**src/hw/rtl/msort_ram.sv**
```systemverilog
// ----------------------------------------------------------------------------
// msort_ram
// Generic RAM: one write port, two read ports, registered read data.
// ----------------------------------------------------------------------------
`default_nettype none

module msort_ram #(
  parameter int WIDTH = 32,
  parameter int DEPTH = 64
) (
  input  wire logic                     clk,
  input  wire logic                     we,
  input  wire logic [$clog2(DEPTH)-1:0] waddr,
  input  wire logic [WIDTH-1:0]         wdata,
  input  wire logic [$clog2(DEPTH)-1:0] raddr_a,
  output      logic [WIDTH-1:0]         rdata_a,
  input  wire logic [$clog2(DEPTH)-1:0] raddr_b,
  output      logic [WIDTH-1:0]         rdata_b
);

  logic [WIDTH-1:0] mem [DEPTH];

  always_ff @(posedge clk) begin
    if (we) begin
      mem[waddr] <= wdata;
    end
    rdata_a <= mem[raddr_a];
    rdata_b <= mem[raddr_b];
  end

endmodule

`default_nettype wire

```
**config.mk**
```make
export PLATFORM = sky130hd
export DESIGN_NAME = msort_ram
export DESIGN_NICKNAME = d
export VERILOG_FILES = /design/src/hw/rtl/msort_ram.sv
export SDC_FILE = /design/constraint.sdc
export NUM_CORES = 2
export LEC_CHECK = 0
export BUFFER_PORTS_ARGS = -buffer_cell sky130_fd_sc_hd__buf_2
export CAP_MARGIN = 10
export CORE_AREA = 2 2 421 423
export DETAILED_ROUTE_END_ITERATION = 8
export DIE_AREA = 0 0 423 425
export PLACE_DENSITY = 0.76
export SLEW_MARGIN = 40
export SYNTH_ARGS = -nofsm -noshare
export SYNTH_HDL_FRONTEND = slang
export SYNTH_SLANG_ARGS = --single-unit
```
**constraint.sdc**
```tcl
create_clock -name clk -period 3.2 [get_ports clk]
set_input_delay 0.16 -clock clk [delete_from_list [all_inputs] [get_ports clk]]
set_output_delay 0.16 -clock clk [all_outputs]
set_load 0.02 [all_outputs]
```
Word level (Yosys, flattened, before mapping)
Memory sizes are Yosys's and may differ from the RTL's. A register that Yosys moved wholly into a read port is not among the register bits. Cells that the tools add are included.

Bits of input ports: 52. Output and inout bits: 64. Bits in registers: 0. ROM bits: 0. Logic and storage cells: 3. Memories kept: 1. Bits in writable memories: 2048. Latch bits: 0.

Memories: mem (words 64, bits a word 32, rd ports 2, clocked after memory_dff 2, write ports 1, line 21) `logic [WIDTH-1:0] mem [DEPTH];`.

Order comparisons: 0. $add $sub $neg: 0. Shifts and indexed selects: 0. Divide/modulo/power cells: 0. Multiply operators: 0. Equal/unequal tests: 0. Bitwise logic cells: 0. Multiplexer cells: 2. Reductions and logical operators: 0.

Operator list (count): 2-to-1 mux 1 bit (2).

Depth between registers and ports, before layout
Word-level depth: 2. Mapped depth: 10. Depth with buffers taken out: 5.

Worst setup path before layout
OpenSTA, ideal clock, no wires.

Kind: input to register. Start point: input port waddr[3]. End point: memory mem[48][0], enable pin. Data arrival time: 2.890 ns. Required time: 2.739 ns. Stages: 4. Setup time: 0.461 ns. Path buffers: 1. Setup slack: -0.151 ns. Path through: clkbuf_1 -> nor2b_1 -> nand4b_1 -> nor3_1.

RTL lines: from (decl) (line 13) `input wire logic [$clog2(DEPTH)-1:0] waddr,`; to (decl) (line 21).

No word-level cell before the write port.

==> impl_results.md <==
- Outcome: finished clean
- Fill cells: 11596
- Routability cong.: 0.882
- Syn Nets: 4464
- MaxCap Viol Count: 0
- I/O Buffers: 115
- Layout Nets: 4795
- Unrepaired setup endpoints after global routing: false
- Final hold violations: 0
- Die X-Extent: 423 µm
- Hold/Removal Path Class: in2reg
- # clock sinks: 2112
- Top_reg_cell synth: edfxtp_1
- Post-synth cell types: 38
- Period Utilization, post-route: 0.780
- Routed WL: 289000 µm
- CP Max Fanout: 2
- Largest cells by area after synthesis: edfxtp_1 (64%), mux4_2 (26%), mux2i_1 (2.1%)
- Synth area leader: edfxtp_1
- Clock Latency Late Sink: 860 ps
- Total grt overflow: 0
- Cell with the most instances after synthesis: edfxtp_1
- Min Tclk post-route: 2500 ps
- Proportion of layout cells with a drive suffix above 1: 0.403
- Flop2flop setup slack: 700 ps
- Slew headroom: 0.362
- Worst-case clock buffer depth: 3
- Post-CTS Setup Bufs: 0
- CTS root buf: clkbuf_16
- CTS tree: done
- Least-Margin Pin Slew: 957 ps
- Power per cell area: 557 nW/µm²
- Post-DP HPWL: 170000 µm
- Critical path type: reg2reg
- # rows: 154
- Seq/Total Area, Yosys: 0.656
- DRC: 0
- Die Area: 180000 µm²
- Warnings, synthesis: 0
- Synth top area share: 0.643
- Maximum vdd drop: 643 µV
- Number of flops mapped to enable cells by yosys: 2048
- Die Span Y: 425 µm
- Clock transition at path regs: 60 ps
- Core area: 175000 µm²
- Cells after DPL: 6841
- Setup Viol. Count Final: 0
- Starting Density: 0.546
- Fin cells: 7269
- Num ports: 116
- Share of flip-flops with an asynchronous set or reset: 0
- Max Clock Skew: 22.3 ps
- Final setup margin: 705 ps
- Pin count of the biggest net entering global routing: 72
- First-pass GRT wire length: 406000 µm
- Crit path launch type: flip-flop
- Total negative slack: 0 ps
- Placed Area: 102000 µm²
- Area Overhead vs Synth: 14.0%
- Pre-Repair DR Iteration Count: 6
- DR WL/cell: 39.8 µm
- H-tree levels: 4
- Via-to-Cell Ratio: 7.44
- Design area: 109000 µm²
- Post-route ant nets: 0
- Vias: 54074
- Synth Instances: 4412
- Tot GR Track Use: 0.324
- LEAKAGE: 34.6 nW
- Post-layout util: 0.622
- Post-synthesis register bit count: 2112
- Crit end category: flip-flop
- Final Max Tran Viols: 0
- Max Clock Freq: 401 MHz
- CTS buffer count: 201
- Arrival time worst endpoint: 3240 ps
- Dpl ws: 40.5 ps
- Mapped Area: 95700 µm²
- Post-synth top cells: edfxtp_1 (2048), mux4_2 (1124), mux2i_1 (204)
- Worst Path Required: 3940 ps
- Vias in the first global route: 53903
- Post-Syn Area per Cell: 21.7 µm²
- Initial antenna violation count: 26
- 1st-iter DRT viols: 8719
## area by class of cell
cell class / count / area (µm²) / area share
antenna: 12 / 30.0 / 0.000275
multi-input combinational: 1952 / 31700 / 0.290
clock inverter: 105 / 1160 / 0.0106
tap: 2340 / 2930 / 0.0268
clock buffer: 272 / 5650 / 0.0518
inverter: 1 / 3.75 / 0.0000344
sequential: 2112 / 62800 / 0.576
timing repair buffer: 475 / 4840 / 0.0444
## sequential cells by signal (all words and copies together) (netlist names)
name	cells
mem	2048
rdata_a	32
rdata_b	32
## cell families (layout without fill, tap and decap cells)
| group | after synthesis | after routing | share of synthesized area |
|---|---|---|---|
| flip-flops | 2112 | 2112 | 0.656 |
| other | 0 | 12 | 0 |
| AND/OR/NAND/NOR | 248 | 248 | 0.0113 |
| AO/OA/AOI/OAI | 340 | 340 | 0.0239 |
| buffers and inverters | 348 | 853 | 0.0183 |
| multiplexers | 1364 | 1364 | 0.290 |
## cell usage in the layout, fill, tap and decap left out, types with 64 or more instances in the layout
cell       Yosys  final
mux4_2      1124   1124
dfxtp_1       64     64
nand2_1       93     92
buf_4         55    250
buf_2        121     75
buf_12         0    105
clkbuf_16      0    208
mux2i_1      204    204
a22oi_1       85     85
edfxtp_1    2048   2048
## stage by stage
| stage | power (mW) | hold slack, ps |
|---|---|---|
| final | 60.7 | 45.3 |
| after detailed placement | 36.5 | 579 |
| after CTS | 60.8 | 6.25 |
| after floorplan | 34.4 | 259 |
| after global placement | 36.5 | 577 |
| after global routing | 62.1 | 27.8 |
## worst max-delay path, cell delays in order (launching register included)
cell,delay [ps]
edfxtp_1,410
mux4_2,490
a22oi_1,210
nand2_1,190
o21ai_1,390
o22ai_1,120
dlygate4sd3_1,580
## power breakdown
part	total, mW	switching (mW)	leakage [nW]	internal (mW)
Clock	24.6	10.3	3.34	14.3
Combinational	5.28	3.04	12.3	2.24
Sequential	30.9	0.235	19.0	30.6
Total	60.7	13.6	34.6	47.1
## metal layers
metal / routed length, µm / GRT usage / vias to the layer above
li1: - / - / 20207
met3: 43100 / 0.101 / 806
met1: 96900 / 0.436 / 28426
met5: 67 / 0 / -
met2: 134000 / 0.492 / 4623
met4: 15500 / 0.148 / 12
## what timing repair did
action                      CTS  global route
resized for setup             0             0
hold buffers                 37             0
hold endpoints to repair   2027             0
setup endpoints to repair     0             0
## path summary, 6_finish.rpt
check | start | end | cells past startpoint
worst min register to register | mem[54][21] | rdata_b[21] | 4
worst max-delay path | mem[22][5] | rdata_a[5] | 6
worst max register to register | mem[22][5] | rdata_a[5] | 6
worst min-delay path | waddr[0] | mem[41][31] | 4
Power figures use the tool's default switching activity.
